--- config.mk ---
export PLATFORM = sky130hd
export DESIGN_NAME = tga_rle_pixel_decoder_top
export DESIGN_NICKNAME = d
export VERILOG_FILES = /design/src/design/tgad_pkg.sv /design/src/design/tga_rle_pixel_decoder_top.sv /design/src/design/tgad_conv.sv /design/src/design/tgad_core.sv /design/src/design/tgad_skid.sv
export SDC_FILE = /design/constraint.sdc
export NUM_CORES = 1
export LEC_CHECK = 0
export BUFFER_PORTS_ARGS = -buffer_cell sky130_fd_sc_hd__buf_2
export CAP_MARGIN = 20
export CORE_MARGIN = 5
export CORE_UTILIZATION = 27
export CTS_BUF_LIST = sky130_fd_sc_hd__clkbuf_4 sky130_fd_sc_hd__clkbuf_8
export CTS_CLUSTER_DIAMETER = 40
export CTS_CLUSTER_SIZE = 10
export DETAILED_ROUTE_END_ITERATION = 12
export GPL_ROUTABILITY_DRIVEN = 0
export HOLD_SLACK_MARGIN = 0.08
export PLACE_DENSITY = 0.44
export SYNTH_ARGS = -nofsm -noshare
export SYNTH_HDL_FRONTEND = slang
export SYNTH_SLANG_ARGS = --single-unit
--- constraint.sdc ---
create_clock -name clk_i -period 10.75 [get_ports clk_i]
set_clock_uncertainty 0.1 [all_clocks]
set_input_delay 2.15 -clock clk_i [delete_from_list [all_inputs] [get_ports clk_i]]
set_output_delay 2.15 -clock clk_i [all_outputs]
set_load 0.01 [all_outputs]
--- src/design/tgad_pkg.sv ---
// Shared types and constants for the TGA run-length pixel decoder.
package tgad_pkg;

  localparam int unsigned CountW = 27;
  localparam logic [CountW-1:0] MaxPixels = 27'd67108864;

  typedef enum logic [1:0] {
    CFG_BYTES_PER_PIXEL = 2'd0,
    CFG_RLE_MODE        = 2'd1,
    CFG_PIXEL_COUNT     = 2'd2
  } cfg_idx_e;

  typedef struct packed {
    logic [7:0] data_byte;
    logic       end_of_data;
  } in_word_t;

  typedef struct packed {
    logic       status;
    logic [7:0] out_byte0;
    logic [7:0] out_byte1;
    logic [7:0] out_byte2;
    logic [7:0] out_byte3;
    logic [7:0] run_length;
    logic       image_complete;
  } out_word_t;

  // Effective (clamped) configuration seen by the decoder core.
  typedef struct packed {
    logic [1:0]        bpp_m1;
    logic              rle_mode;
  } dec_cfg_t;

endpackage

--- src/design/tga_rle_pixel_decoder_top.sv ---
// Top level of the TGA run-length pixel decoder: config registers, core, output buffer.
// A word that completes a pixel (or ends the data early) has its result registered in
//   the output buffer before it shows on out_valid_o.
// Throughput: one input word per cycle; the output buffer holds two results, so input
//   stalls only when both entries are full.
// Reset: asynchronous, active low; registers return to 4 bytes/pixel, raw mode,
//   one pixel, and decoding restarts. Any write to a known register also restarts it.
module tga_rle_pixel_decoder_top import tgad_pkg::*; (
  input  logic        clk_i,
  input  logic        rst_ni,
  // configuration write channel
  input  logic        cfg_valid_i,
  output logic        cfg_ready_o,
  input  logic [1:0]  cfg_index_i,
  input  logic [26:0] cfg_data_i,
  // byte stream in
  input  logic        in_valid_i,
  output logic        in_ready_o,
  input  in_word_t    in_word_i,
  // decoded pixels out
  output logic        out_valid_o,
  input  logic        out_ready_i,
  output out_word_t   out_word_o
);

  logic [2:0]        bpp_q, bpp_d;
  logic              rle_q, rle_d;
  logic [CountW-1:0] pcount_q, pcount_d;
  logic              restart;
  dec_cfg_t          cfg;
  logic              res_valid;
  out_word_t         res_word;

  // Clamp the pixel count: zero reads as one, oversize as the maximum.
  function automatic logic [CountW-1:0] eff_total(input logic [CountW-1:0] pc);
    logic [CountW-1:0] r;
    if (pc == '0) begin
      r = 27'd1;
    end else if (pc > MaxPixels) begin
      r = MaxPixels;
    end else begin
      r = pc;
    end
    return r;
  endfunction

  // Clamp bytes per pixel to 1..4 and store it minus one.
  function automatic logic [1:0] eff_bpp_m1(input logic [2:0] bpp);
    logic [1:0] r;
    if (bpp == 3'd0) begin
      r = 2'd0;
    end else if (bpp > 3'd4) begin
      r = 2'd3;
    end else begin
      r = 2'(bpp - 3'd1);
    end
    return r;
  endfunction

  assign cfg_ready_o = 1'b1;

  // Register writes; a write to a known index restarts decoding.
  always_comb begin
    bpp_d    = bpp_q;
    rle_d    = rle_q;
    pcount_d = pcount_q;
    restart  = 1'b0;
    if (cfg_valid_i) begin
      unique case (cfg_idx_e'(cfg_index_i))
        CFG_BYTES_PER_PIXEL: begin
          bpp_d   = cfg_data_i[2:0];
          restart = 1'b1;
        end
        CFG_RLE_MODE: begin
          rle_d   = cfg_data_i[0];
          restart = 1'b1;
        end
        CFG_PIXEL_COUNT: begin
          pcount_d = cfg_data_i;
          restart  = 1'b1;
        end
        default: begin
          restart = 1'b0;
        end
      endcase
    end
  end

  always_ff @(posedge clk_i or negedge rst_ni) begin
    if (!rst_ni) begin
      bpp_q    <= 3'd4;
      rle_q    <= 1'b0;
      pcount_q <= 27'd1;
    end else begin
      bpp_q    <= bpp_d;
      rle_q    <= rle_d;
      pcount_q <= pcount_d;
    end
  end

  assign cfg.bpp_m1   = eff_bpp_m1(bpp_q);
  assign cfg.rle_mode = rle_q;

  // Core takes a word whenever the output buffer has room.
  tgad_core u_core (
    .clk_i           (clk_i),
    .rst_ni          (rst_ni),
    .cfg_i           (cfg),
    .restart_i       (restart),
    .restart_total_i (eff_total(pcount_d)),
    .in_valid_i      (in_valid_i),
    .in_ready_i      (in_ready_o),
    .in_word_i       (in_word_i),
    .res_valid_o     (res_valid),
    .res_word_o      (res_word)
  );

  tgad_skid u_skid (
    .clk_i       (clk_i),
    .rst_ni      (rst_ni),
    .in_valid_i  (res_valid),
    .in_ready_o  (in_ready_o),
    .in_word_i   (res_word),
    .out_valid_o (out_valid_o),
    .out_ready_i (out_ready_i),
    .out_word_o  (out_word_o)
  );

  // An error result carries nothing but its status bit.
  assert property (@(posedge clk_i) disable iff (!rst_ni)
    out_valid_o && out_word_o.status |->
      out_word_o.run_length == 8'd0 && !out_word_o.image_complete)
    else $error("error result with nonzero fields");

  // Every pixel result covers at least one pixel.
  assert property (@(posedge clk_i) disable iff (!rst_ni)
    out_valid_o && !out_word_o.status |-> out_word_o.run_length != 8'd0)
    else $error("pixel result with zero run length");

  // Once the final pixel is produced, nothing follows until a restart.
  assert property (@(posedge clk_i) disable iff (!rst_ni)
    res_valid && res_word.image_complete && !restart |=> !res_valid)
    else $error("result after image completion");

endmodule

--- src/design/tgad_conv.sv ---
// Pixel format conversion from assembled source bytes to output channels.
module tgad_conv import tgad_pkg::*; (
  input  logic [1:0]  bpp_m1_i,
  input  logic [31:0] src_i,
  output logic [7:0]  ch0_o,
  output logic [7:0]  ch1_o,
  output logic [7:0]  ch2_o,
  output logic [7:0]  ch3_o
);

  logic [4:0] f0, f1, f2;

  assign f0 = src_i[4:0];
  assign f1 = src_i[9:5];
  assign f2 = src_i[14:10];

  always_comb begin
    unique case (bpp_m1_i)
      2'd0: begin
        ch0_o = src_i[7:0];
        ch1_o = 8'd0;
        ch2_o = 8'd0;
        ch3_o = 8'd0;
      end
      2'd1: begin
        // expand 5-bit channels by replicating the top bits
        ch0_o = {f0, f0[4:2]};
        ch1_o = {f1, f1[4:2]};
        ch2_o = {f2, f2[4:2]};
        ch3_o = {8{src_i[15]}};
      end
      2'd2: begin
        ch0_o = src_i[23:16];
        ch1_o = src_i[15:8];
        ch2_o = src_i[7:0];
        ch3_o = 8'hFF;
      end
      default: begin
        ch0_o = src_i[23:16];
        ch1_o = src_i[15:8];
        ch2_o = src_i[7:0];
        ch3_o = src_i[31:24];
      end
    endcase
  end

endmodule

--- src/design/tgad_core.sv ---
// Packet parser, pixel assembly and pixel accounting for the decoder.
module tgad_core import tgad_pkg::*; (
  input  logic              clk_i,
  input  logic              rst_ni,
  input  dec_cfg_t          cfg_i,
  input  logic              restart_i,
  input  logic [CountW-1:0] restart_total_i,
  input  logic              in_valid_i,
  input  logic              in_ready_i,
  input  in_word_t          in_word_i,
  output logic              res_valid_o,
  output out_word_t         res_word_o
);

  localparam logic [1:0] PhHeader  = 2'd0;
  localparam logic [1:0] PhRepeat  = 2'd1;
  localparam logic [1:0] PhLiteral = 2'd2;

  logic [1:0]        phase_q, phase_d;
  logic [7:0]        rem_q, rem_d;
  logic [1:0]        pos_q, pos_d;
  logic [CountW-1:0] left_q, left_d;
  logic              fin_q, fin_d;
  logic [7:0]        asm_q [3];

  logic              acc, active, hdr, pix_done, complete, err;
  logic [7:0]        b;
  logic [31:0]       src;
  logic [7:0]        run;
  logic [7:0]        ch0, ch1, ch2, ch3;

  assign acc    = in_valid_i && in_ready_i;
  assign active = acc && !fin_q;
  assign b      = in_word_i.data_byte;
  assign hdr    = cfg_i.rle_mode && (phase_q == PhHeader);

  // Insert the current byte at its slot; lower slots come from this pixel's earlier bytes.
  always_comb begin
    src[7:0]   = (pos_q == 2'd0) ? b : asm_q[0];
    src[15:8]  = (pos_q == 2'd1) ? b : asm_q[1];
    src[23:16] = (pos_q == 2'd2) ? b : asm_q[2];
    src[31:24] = b;
  end

  tgad_conv u_conv (
    .bpp_m1_i (cfg_i.bpp_m1),
    .src_i    (src),
    .ch0_o    (ch0),
    .ch1_o    (ch1),
    .ch2_o    (ch2),
    .ch3_o    (ch3)
  );

  assign pix_done = !hdr && (pos_q == cfg_i.bpp_m1);

  // Clip a repeat run to the pixels still owed.
  always_comb begin
    if (cfg_i.rle_mode && phase_q == PhRepeat) begin
      run = (left_q < {19'd0, rem_q}) ? left_q[7:0] : rem_q;
    end else begin
      run = 8'd1;
    end
  end

  assign complete = pix_done && (left_q == {19'd0, run});
  assign err      = in_word_i.end_of_data && !complete;

  always_comb begin
    phase_d = phase_q;
    rem_d   = rem_q;
    pos_d   = pos_q;
    left_d  = left_q;
    fin_d   = fin_q;
    if (active) begin
      if (hdr) begin
        rem_d   = {1'b0, b[6:0]} + 8'd1;
        phase_d = b[7] ? PhRepeat : PhLiteral;
        pos_d   = 2'd0;
      end else if (pix_done) begin
        pos_d  = 2'd0;
        left_d = left_q - {19'd0, run};
        if (cfg_i.rle_mode) begin
          if (phase_q == PhRepeat) begin
            phase_d = PhHeader;
            rem_d   = 8'd0;
          end else begin
            rem_d = rem_q - 8'd1;
            if (rem_d == 8'd0) begin
              phase_d = PhHeader;
            end
          end
        end
      end else begin
        pos_d = pos_q + 2'd1;
      end
      if (complete || in_word_i.end_of_data) begin
        fin_d = 1'b1;
      end
    end
  end

  always_ff @(posedge clk_i or negedge rst_ni) begin
    if (!rst_ni) begin
      phase_q <= PhHeader;
      rem_q   <= 8'd0;
      pos_q   <= 2'd0;
      left_q  <= 27'd1;
      fin_q   <= 1'b0;
    end else if (restart_i) begin
      phase_q <= PhHeader;
      rem_q   <= 8'd0;
      pos_q   <= 2'd0;
      left_q  <= restart_total_i;
      fin_q   <= 1'b0;
    end else begin
      phase_q <= phase_d;
      rem_q   <= rem_d;
      pos_q   <= pos_d;
      left_q  <= left_d;
      fin_q   <= fin_d;
    end
  end

  always_ff @(posedge clk_i) begin
    if (active && !hdr && !pix_done) begin
      asm_q[pos_q] <= b;
    end
  end

  assign res_valid_o = active && (err || pix_done);

  always_comb begin
    res_word_o = '0;
    if (err) begin
      res_word_o.status = 1'b1;
    end else begin
      res_word_o.out_byte0      = ch0;
      res_word_o.out_byte1      = ch1;
      res_word_o.out_byte2      = ch2;
      res_word_o.out_byte3      = ch3;
      res_word_o.run_length     = run;
      res_word_o.image_complete = complete;
    end
  end

endmodule

--- src/design/tgad_skid.sv ---
// Two-entry output buffer: result register plus skid stage.
module tgad_skid import tgad_pkg::*; (
  input  logic      clk_i,
  input  logic      rst_ni,
  input  logic      in_valid_i,
  output logic      in_ready_o,
  input  out_word_t in_word_i,
  output logic      out_valid_o,
  input  logic      out_ready_i,
  output out_word_t out_word_o
);

  logic      main_valid_q, main_valid_d;
  logic      skid_valid_q, skid_valid_d;
  out_word_t main_q, skid_q;
  logic      push, pop;

  assign in_ready_o  = !skid_valid_q;
  assign push        = in_valid_i && in_ready_o;
  assign pop         = main_valid_q && out_ready_i;
  assign out_valid_o = main_valid_q;
  assign out_word_o  = main_q;

  always_comb begin
    if (main_valid_q) begin
      main_valid_d = pop ? (skid_valid_q || push) : 1'b1;
    end else begin
      main_valid_d = push;
    end
    if (skid_valid_q) begin
      skid_valid_d = !pop;
    end else begin
      skid_valid_d = push && main_valid_q && !pop;
    end
  end

  always_ff @(posedge clk_i or negedge rst_ni) begin
    if (!rst_ni) begin
      main_valid_q <= 1'b0;
      skid_valid_q <= 1'b0;
    end else begin
      main_valid_q <= main_valid_d;
      skid_valid_q <= skid_valid_d;
    end
  end

  always_ff @(posedge clk_i) begin
    if (!main_valid_q || pop) begin
      main_q <= skid_valid_q ? skid_q : in_word_i;
    end
    if (push && main_valid_q && !pop) begin
      skid_q <= in_word_i;
    end
  end

endmodule
### After elaboration in Yosys (flattened, before gate mapping)

Memory sizes are Yosys's and may differ from the RTL's.
Index checks and enable logic that the tools add are counted.

| word-level totals | value |
|---|---|
| memories kept | 1 |
| logic and storage cells | 138 |
| bits of input ports | 43 |
| bits in writable memories | 24 |
| flip-flop bits (word level) | 157 |

| cells by class | value |
|---|---|
| add/subtract/negate cells | 5 |
| equality and inequality tests | 10 |
| multiplexer cells | 50 |
| $lt $le $gt $ge | 3 |
| reduce and logical (&&, ||, !) cells | 45 |

Memories:

| name | words | width | read ports | clocked after memory_dff | wr ports | RTL line | source |
|---|---|---|---|---|---|---|---|
| u_core.asm_q | 3 | 8 | 3 | 0 | 1 | tgad_core.sv:24 | `logic [7:0] asm_q [3];` |

Operators with widths:

| operator | number |
|---|---|
| 27-bit 2-to-1 mux | 8 |
| 8-bit 2-to-1 mux | 11 |
| 8-bit case mux with 2 select lines | 3 |
| 42-bit 2-to-1 mux | 1 |
| 41-bit 2-to-1 mux | 1 |
| 2-bit 2-to-1 mux | 14 |
| 27-bit by 8-bit equality test with 1-bit output | 1 |
| 27-bit > comparator, second input constant | 1 |
| 27-bit logical NOT | 1 |
| 27-bit by 8-bit < comparator with 1-bit output | 1 |
| 27-bit by 8-bit subtractor with 27-bit output | 1 |
| 8-bit case mux with 3 select lines | 1 |
| 1-bit logical AND | 14 |
| 1-bit 2-to-1 mux | 11 |
| 7-bit by 1-bit adder with 8-bit output, second input constant | 1 |
| 2-bit by 1-bit equality test with 1-bit output, second input constant | 4 |
| 2-bit logical NOT | 4 |
| 8-bit logical NOT | 1 |
| 8-bit by 1-bit subtractor with 8-bit output, second input constant | 1 |
| 1-bit logical NOT | 7 |
| 2-bit equality test, second input constant | 3 |
| 2-bit AND reduction | 3 |
| 3-bit AND reduction | 2 |
| 2-bit nonzero test | 3 |
| 11 further kinds | 15 |

### Depth between registers and ports, before layout

Gate-level depths: netlist (run 1).

| logic depth | value |
|---|---|
| word-level depth | 14 |
| gate-level depth with buffers | 19 |

### Cells and area by module

Synthesis (run 1) repeated with hierarchy kept, for this count alone.

| second synthesis, totals | value |
|---|---|
| cell total of the unflattened synthesis | 832 |
| area total of the unflattened synthesis | 10030.9 µm² |

By module, submodules not included:

| module | sequential area each (µm²) | instances | area each (µm²) | cells each |
|---|---|---|---|---|
| tgad_core | 1722.9 | 1 | 4643.2 | 502 |
| tgad_skid | 2572.5 | 1 | 3325.7 | 142 |
| tga_rle_pixel_decoder_top | 778.2 | 1 | 1635.3 | 130 |
| tgad_conv | 0.0 | 1 | 426.7 | 58 |

### Worst setup path before layout (run 1)

No wires, ideal clock.

| timing | value |
|---|---|
| path type | input -> register |
| start point | input port out_ready_i |
| end point | register u_skid.skid_q[0] (netlist name), enable pin |
| arrival | 5039 ps |
| stages | 3 |
| path buffers | 0 |
| path slack | 5170 ps |
| path through | inv_1 -> nand2_1 -> nor2_1 |

| on the way | value |
|---|---|
| cells in the longest elaborated chain, start to end | 3 |

Ends and longest elaborated chain:

| element | RTL line | source |
|---|---|---|
| start: declaration | tga_rle_pixel_decoder_top.sv:22 | `input logic out_ready_i,` |
| 1-bit logical AND | tgad_skid.sv:20 | `assign pop = main_valid_q && out_ready_i;` |
| 1-bit logical NOT | tgad_skid.sv:51 | `if (push && main_valid_q && !pop) begin` |
| 1-bit logical AND | tgad_skid.sv:51 |  |
| end signal: assignment | tgad_skid.sv:52 | `skid_q <= in_word_i;` |
| end: declaration | tgad_skid.sv:15 | `out_word_t main_q, skid_q;` |

Every way passes these cells.
A chain may end at the register's enable or synchronous reset.

### Worst setup path after layout (run 1)

| timing | value |
|---|---|
| start point | register u_core.left_q[18] |
| end point | register u_skid.main_q (netlist bit u_skid.out_word_o[12]) (data pin) |

| on the way | value |
|---|---|
| cells in the longest elaborated chain, start to end | 9 |

Ends and longest elaborated chain:

| element | RTL line | source |
|---|---|---|
| start: declaration | tgad_core.sv:22 | `logic [CountW-1:0] left_q, left_d;` |
| start signal: assignment | tgad_core.sv:113 | `left_q <= restart_total_i;` |
| start signal: assignment | tgad_core.sv:119 | `left_q <= left_d;` |
| 27-bit by 8-bit < comparator with 1-bit output | tgad_core.sv:59 | `run = (left_q < {19'd0, rem_q}) ? left_q[7:0] : rem_q;` |
| 8-bit 2-to-1 mux | tgad_core.sv:59 |  |
| 8-bit 2-to-1 mux | tgad_core.sv:58 | `if (cfg_i.rle_mode && phase_q == PhRepeat) begin` |
| 27-bit by 8-bit equality test with 1-bit output * | tgad_core.sv:65 | `assign complete = pix_done && (left_q == {19'd0, run});` |
| 1-bit logical AND * | tgad_core.sv:65 |  |
| 1-bit logical NOT * | tgad_core.sv:66 | `assign err = in_word_i.end_of_data && !complete;` |
| 1-bit logical AND * | tgad_core.sv:66 |  |
| 41-bit 2-to-1 mux * | tgad_core.sv:134 | `if (err) begin` |
| 42-bit 2-to-1 mux * | tgad_skid.sv:49 | `main_q <= skid_valid_q ? skid_q : in_word_i;` |
| end signal: assignment | tgad_skid.sv:49 |  |
| end: declaration | tgad_skid.sv:15 |  |

Mark *: on every way between the ends. The rest lies on a longest branch, timed or not.

==> results.toml, run 1 <==
[clocking]
cts-resized-gates = 0
cts_buffers = 17
post_cts_buffers = 0
ctsLongestPathBuffers = 2
hold_buffers = 0
tritoncts = "yes"
insertion_delay_ns = 0.47
clock_sinks = 181
cts-root-buf = "clkbuf_8"
htree_levels = 4
clk_pin_slew_ns = 0.11

[sta]
rsz0062_at_grt = "no"
tns_ns = 0
hold_violations = 0
finalCritPeriodShare_pct = 44.2
max_freq_mhz = 211
maxSlewHeadroom_pct = 35.2
slew_violations = 0
tightest_slew_ns = 0.972
setup_viol = 0
fin_crit_ns = 4.75

[worst_setup_path]
path_max_fanout = 33
crit_arrival_ns = 4.96
worstSetupPathType = "flip-flop to flip-flop"
ff2ff_setup_slack_ns = 6.00
required_ns = 10.96
worstSetupStartpointType = "flip-flop"
end_kind = "flip-flop"

[hold_path]
hold_path.class = "flip-flop to flip-flop"

[floorplanning]
initial_core_util_pct = 27.3
pin_count = 88
rows = 67
die-area_um2 = 37700
core-area_um2 = 33500
dieHeight_um = 194
die_x_um = 194

[yosys]
syn_inst = 815
avgSynthCellArea_um2 = 11.2
syn_nets = 882
synth_cell_types = 66
ys_ff_latch = 181
synthArstFlopShare_pct = 40.3
ys_seq_area_share_pct = 55.4
synth_area_um2 = 9160
synth_flop_cell = "edfxtp_1"
yosys_warnings = 0
synth_edf_count = 108

[detailed_routing]
drt-vias-per-instance = 4.71
drtIter0Drc = 449
dr.pass1.iters = 5
drt-total-wl_um = 23100
dr_total_vias = 6364
drc = 0
antenna_left = 0
routedWlPerCell_um = 17.1

[pwr]
power_density_nw_per_um2 = 227
p_seq_share_pct = 43.1
ir_worst_vdd_mv = 0.0809
p_switching_mw = 0.908
internal_power_mw = 1.47
clock_power_share_pct = 20.6
pwr-share-comb_pct = 36.3
power_mw = 2.38
switching_share_pct = 38.1
p_leak_nw = 4.07

[cells_and_area]
final_common_cell = "edfxtp_1"
multi_input_area_um2 = 3820
drive_above_1_share_pct = 24.7
layout_common_cells = "edfxtp_1, buf_2, nor2_1, dfrtp_1, mux2_2"
area_delta_synth_final_pct = 14.6
register_area_um2 = 5070
antennaDiodeCount = 0
layout.nets = 958
nFillCells = 3529

[placement]
port_buffers = 86
hpwl_um = 16600

[run]
drv_cap = 0

[global_routing]
groute.usage.overall_pct = 12.4
grt_pass1_wl_um = 37300
globalRouteOverflowTotal = 0
grt_pass1_vias = 6537
antenna_found_initial = 0
grt_max_degree = 74

[status]
outcome = "complete, no violations"
==> worst max-delay path: stages, from the launching register on <==
cell       delay [ns]
dfrtp_1          0.41
nor4_1           0.49
nand4b_2         0.22
nor4_2           0.37
nand3b_1         0.42
mux2i_1          0.27
or2_2            0.32
ha_1             0.38
nand4_1          0.15
nor2_1           0.16
o2111ai_1        0.22
and2_1           0.28
buf_4            0.25
a21o_4           0.30
o31ai_1          0.24
==> path summary, 6_finish.rpt <==
check,from,to,cells after the start
max reg2reg,u_core.left_q[18]$_DFFE_PN0P_,u_skid.out_word_o[12]$_DFFE_PP_,14
min in group asynchronous,rst_ni,pcount_q[5]$_DFF_PN0_,2
min,u_skid.out_valid_o$_DFF_PN0_,u_skid.skid_valid_q$_DFF_PN0_,1
max in group asynchronous,rst_ni,u_skid.out_valid_o$_DFF_PN0_,2
min reg2reg,u_skid.out_valid_o$_DFF_PN0_,u_skid.skid_valid_q$_DFF_PN0_,1
max,u_core.left_q[18]$_DFFE_PN0P_,u_skid.out_word_o[12]$_DFFE_PP_,14
==> synth_stat cells (all sizes together), types with 6 or more instances <==
master	instances	share of area [%]
nor4	22	1.8
inv	24	0.98
clkbuf	35	1.4
or2	11	0.75
dfrtp	70	19
mux2	66	8.1
and2	6	0.41
a21oi	53	2.9
xnor2	23	2.2
nand3	25	1.4
edfxtp	108	35
mux2i	19	2.1
nand4	6	0.41
o21ai	49	2.7
xor2	7	0.67
nor2	78	3.2
buf	8	0.59
nor3	18	0.98
and3	6	0.41
o31ai	16	1.4
nand2	66	2.7
ha	23	3.1
a211oi	8	0.66
==> final cells by class <==
class | instances | share of cell area (%)
clock buffers | 17 | 2.23
flip-flops and latches | 181 | 48.3
well taps | 448 | 5.34
clock inverters | 15 | 1.70
repair buffers | 100 | 5.10
multi-input cells | 567 | 36.4
inverters | 24 | 0.858
==> power by group through the flow <==
| stage | Clock [mW] | Sequential, mW | Combinational [mW] |
|---|---|---|---|
| 2_1_floorplan | 0 | 1.06 | 0.560 |
| 3_3_place_gp | 0 | 1.04 | 0.874 |
| 3_5_place_dp | 0 | 1.05 | 0.868 |
| 4_1_cts | 0.511 | 1.03 | 0.874 |
| 5_1_grt | 0.543 | 1.05 | 0.966 |
| 6_report | 0.490 | 1.03 | 0.865 |
==> through the flow <==
stage	instance area (um2)	hold WS, ns	cells	setup WS (ns)	util [%]
floorplan	9160	0.391	815	5.17	-
global placement	10100	0.411	1319	6.05	30.0
detailed placement	10100	0.411	1319	6.02	30.0
CTS	10500	0.432	1351	5.99	31.3
global route	10500	0.446	1352	5.65	31.3
finish	10500	0.425	1352	6.00	31.3
==> registers in the layout (all words and copies together) (netlist names) <==
signal / cells
u_skid.skid_valid_q: 1
u_core.pos_q: 2
u_skid.skid_q: 42
u_skid.out_word_o: 42
bpp_q: 3
rle_q: 1
u_core.rem_q: 8
u_core.fin_q: 1
u_core.asm_q: 24
u_core.left_q: 27
pcount_q: 27
u_core.phase_q: 2
u_skid.out_valid_o: 1
==> layer usage <==
| layer | vias up | share of wire (%) | routed length [um] | GRT usage (%) |
|---|---|---|---|---|
| met2 | 137 | 44 | 10200 | 18.7 |
| li1 | 3126 | - | - | - |
| met5 | - | 0 | 0 | 0 |
| met3 | 14 | 3.7 | 849 | 2.83 |
| met1 | 3087 | 51 | 11800 | 18.1 |
| met4 | 0 | 0.94 | 218 | 2.94 |
==> cells by family after synthesis <==
kind of cell / after synthesis / share of synthesized area (%)
buf+inv: 67 / 3.00
mux: 85 / 10.2
simple gates: 262 / 14.0
flops: 181 / 55.4
compound gates: 165 / 11.1
fa+ha+maj: 24 / 3.36
other cells: 1 / 0.0409
xor+xnor: 30 / 2.87
No activity file was read; power rests on OpenSTA's default activity.
==> inputs of run 2 (changes only) <==
==> constraint.sdc (replaced) <==
create_clock -name clk_i -period 4.96 [get_ports clk_i]
set_clock_uncertainty 0.1 [all_clocks]
set_input_delay 0.992 -clock clk_i [delete_from_list [all_inputs] [get_ports clk_i]]
set_output_delay 0.992 -clock clk_i [all_outputs]
set_load 0.01 [all_outputs]
==> results.toml, run 2 (synthesized netlist as in run 1, its figures left out) <==
[status]
outcome = "complete, no violations"

[worst_setup_path]
rr_worst_depth = 15
crit_arrival_ns = 4.73
critical_path.cell_chain = "nor4_1 -> nand4b_2 -> nor4_2 -> nand3b_1 -> buf_4 -> mux2i_1 -> or2_2 -> ha_1 -> nand4_1 -> nor2_1 -> o2111ai_1 -> and2_2 -> buf_16 -> or3_4 -> o21ai_1"
worstSetupStartpointType = "flip-flop"
cp_slowest_cell = "nor4_1"
critical-path-max-stage-delay_ns = 0.47
critPathTopFamily = "simple AND/OR/NAND/NOR gates"
crit_start = "u_core.left_q[18]$_DFFE_PN0P_"
cp.depth = 15
required_ns = 5.17
critPathBufInv = 2
path_max_fanout = 16
worstSetupPathType = "flip-flop to flip-flop"
reg2reg_from = "u_core.left_q[18]$_DFFE_PN0P_"
end_kind = "flip-flop"

[sta]
hold_violations = 0
tns_ns = 0
slew_violations = 0
tightest_slew_ns = 1.00
fin_ws_ns = 0.446
maxSlewHeadroom_pct = 33.1
finalCritPeriodShare_pct = 91.0
fin_crit_ns = 4.51
max_freq_mhz = 222
setup_viol = 0
hold_slack_ns = 0.421
rsz0062_at_grt = "no"

[placement]
place_ws_ns = 0.304
dpl.cell_count = 1325
port_buffers = 86
placed_cell_area_um2 = 10100
hpwl_um = 17200

[global_routing]
grt_max_degree = 74
use_met2_pct = 20.1
antenna_found_initial = 1
grt_pass1_wl_um = 39000
globalRouteOverflowTotal = 0
met1_usage_pct = 18.4
groute.usage.overall_pct = 12.9
grt.busiest_layer = "met2"
grt_pass1_vias = 6761
met3_usage_pct = 2.59

[detailed_routing]
dr.pass1.iters = 4
drtIter0Drc = 398
drc = 0
dr_total_vias = 6449
drt-vias-per-instance = 4.75
antenna_left = 0
drt-total-wl_um = 24100
routedWlPerCell_um = 17.7

[clocking]
post_cts_buffers = 0
cts-root-buf = "clkbuf_8"
cts_buffers = 17
insertion_delay_ns = 0.48
clock_sinks = 181
htree_levels = 4
ctsLongestPathBuffers = 2
cts-resized-gates = 0
clk_pin_slew_ns = 0.11
hold_buffers = 0
tritoncts = "yes"

[pwr]
internal_power_mw = 3.25
switching_share_pct = 37.4
pwr-share-comb_pct = 36.6
clock_power_share_pct = 20.5
p_leak_nw = 4.10
p_seq_share_pct = 42.9
power_density_nw_per_um2 = 492
ir_worst_vdd_mv = 0.167
p_switching_mw = 1.94
power_mw = 5.19

[hold_path]
hold_start = "u_skid.skid_q[1]$_DFFE_PP_"
hold_depth = 2
hold_path.class = "flip-flop to flip-flop"

[cells_and_area]
postLayoutCellArea_um2 = 10600
antennaDiodeCount = 0
area_delta_synth_final_pct = 15.3
drive_above_1_share_pct = 25.2
layout_common_cells = "edfxtp_1, buf_2, nor2_1, dfrtp_1, mux2_2"
final_core_util_pct = 31.5
layout.nets = 964
finalNonFillerCells = 1358
final_common_cell = "edfxtp_1"

[run]
drv_cap = 0

[floorplanning]
die_x_um = 194
pin_count = 88
die-area_um2 = 37700
core-area_um2 = 33500
dieHeight_um = 194
initial_core_util_pct = 27.3
rows = 67
-- run 2: power groups by stage --
stage / Clock, mW / Combinational (mW) / Sequential, mW
floorplan: 0 / 1.21 / 2.30
global placement: 0 / 1.92 / 2.27
detailed placement: 0 / 1.92 / 2.27
CTS: 1.11 / 1.93 / 2.24
global route: 1.16 / 2.13 / 2.27
finish: 1.06 / 1.90 / 2.23
-- run 2: path summary, 6_finish.rpt --
| kind | to | slack [ns] |
|---|---|---|
| worst max register to register | u_skid.out_word_o[4]$_DFFE_PP_ | 0.45 |
| worst max-delay path | u_skid.out_word_o[4]$_DFFE_PP_ | 0.45 |
| max in group asynchronous | bpp_q[2]$_DFFE_PN1P_ | 3.63 |
| worst min register to register | u_skid.out_word_o[1]$_DFFE_PP_ | 0.42 |
| worst min-delay path | u_skid.out_word_o[1]$_DFFE_PP_ | 0.42 |
| min in group asynchronous | pcount_q[20]$_DFF_PN0_ | 0.46 |
-- run 2: cell type report --
class | instances | area [um2]
well taps | 448 | 561
repair buffers | 106 | 613
flip-flops and latches | 181 | 5070
inverters | 24 | 90.1
clock inverters | 12 | 145
fillers | 3501 | 23000
multi-input cells | 567 | 3820
clock buffers | 20 | 256
-- run 2: worst register-to-register path: cells and delay by family, from the launching register on --
kind	cells	cell delay [ns]
compound gates	2	0.43
mux	1	0.17
simple gates	9	2.45
fa+ha+maj	1	0.39
flops	1	0.41
buf+inv	2	0.39
-- run 2: per-layer routing --
layer	share of wire (%)	vias up
met5	0.054	-
met4	1.1	2
met3	3.1	19
met2	45	103
met1	50	3177
li1	-	3148
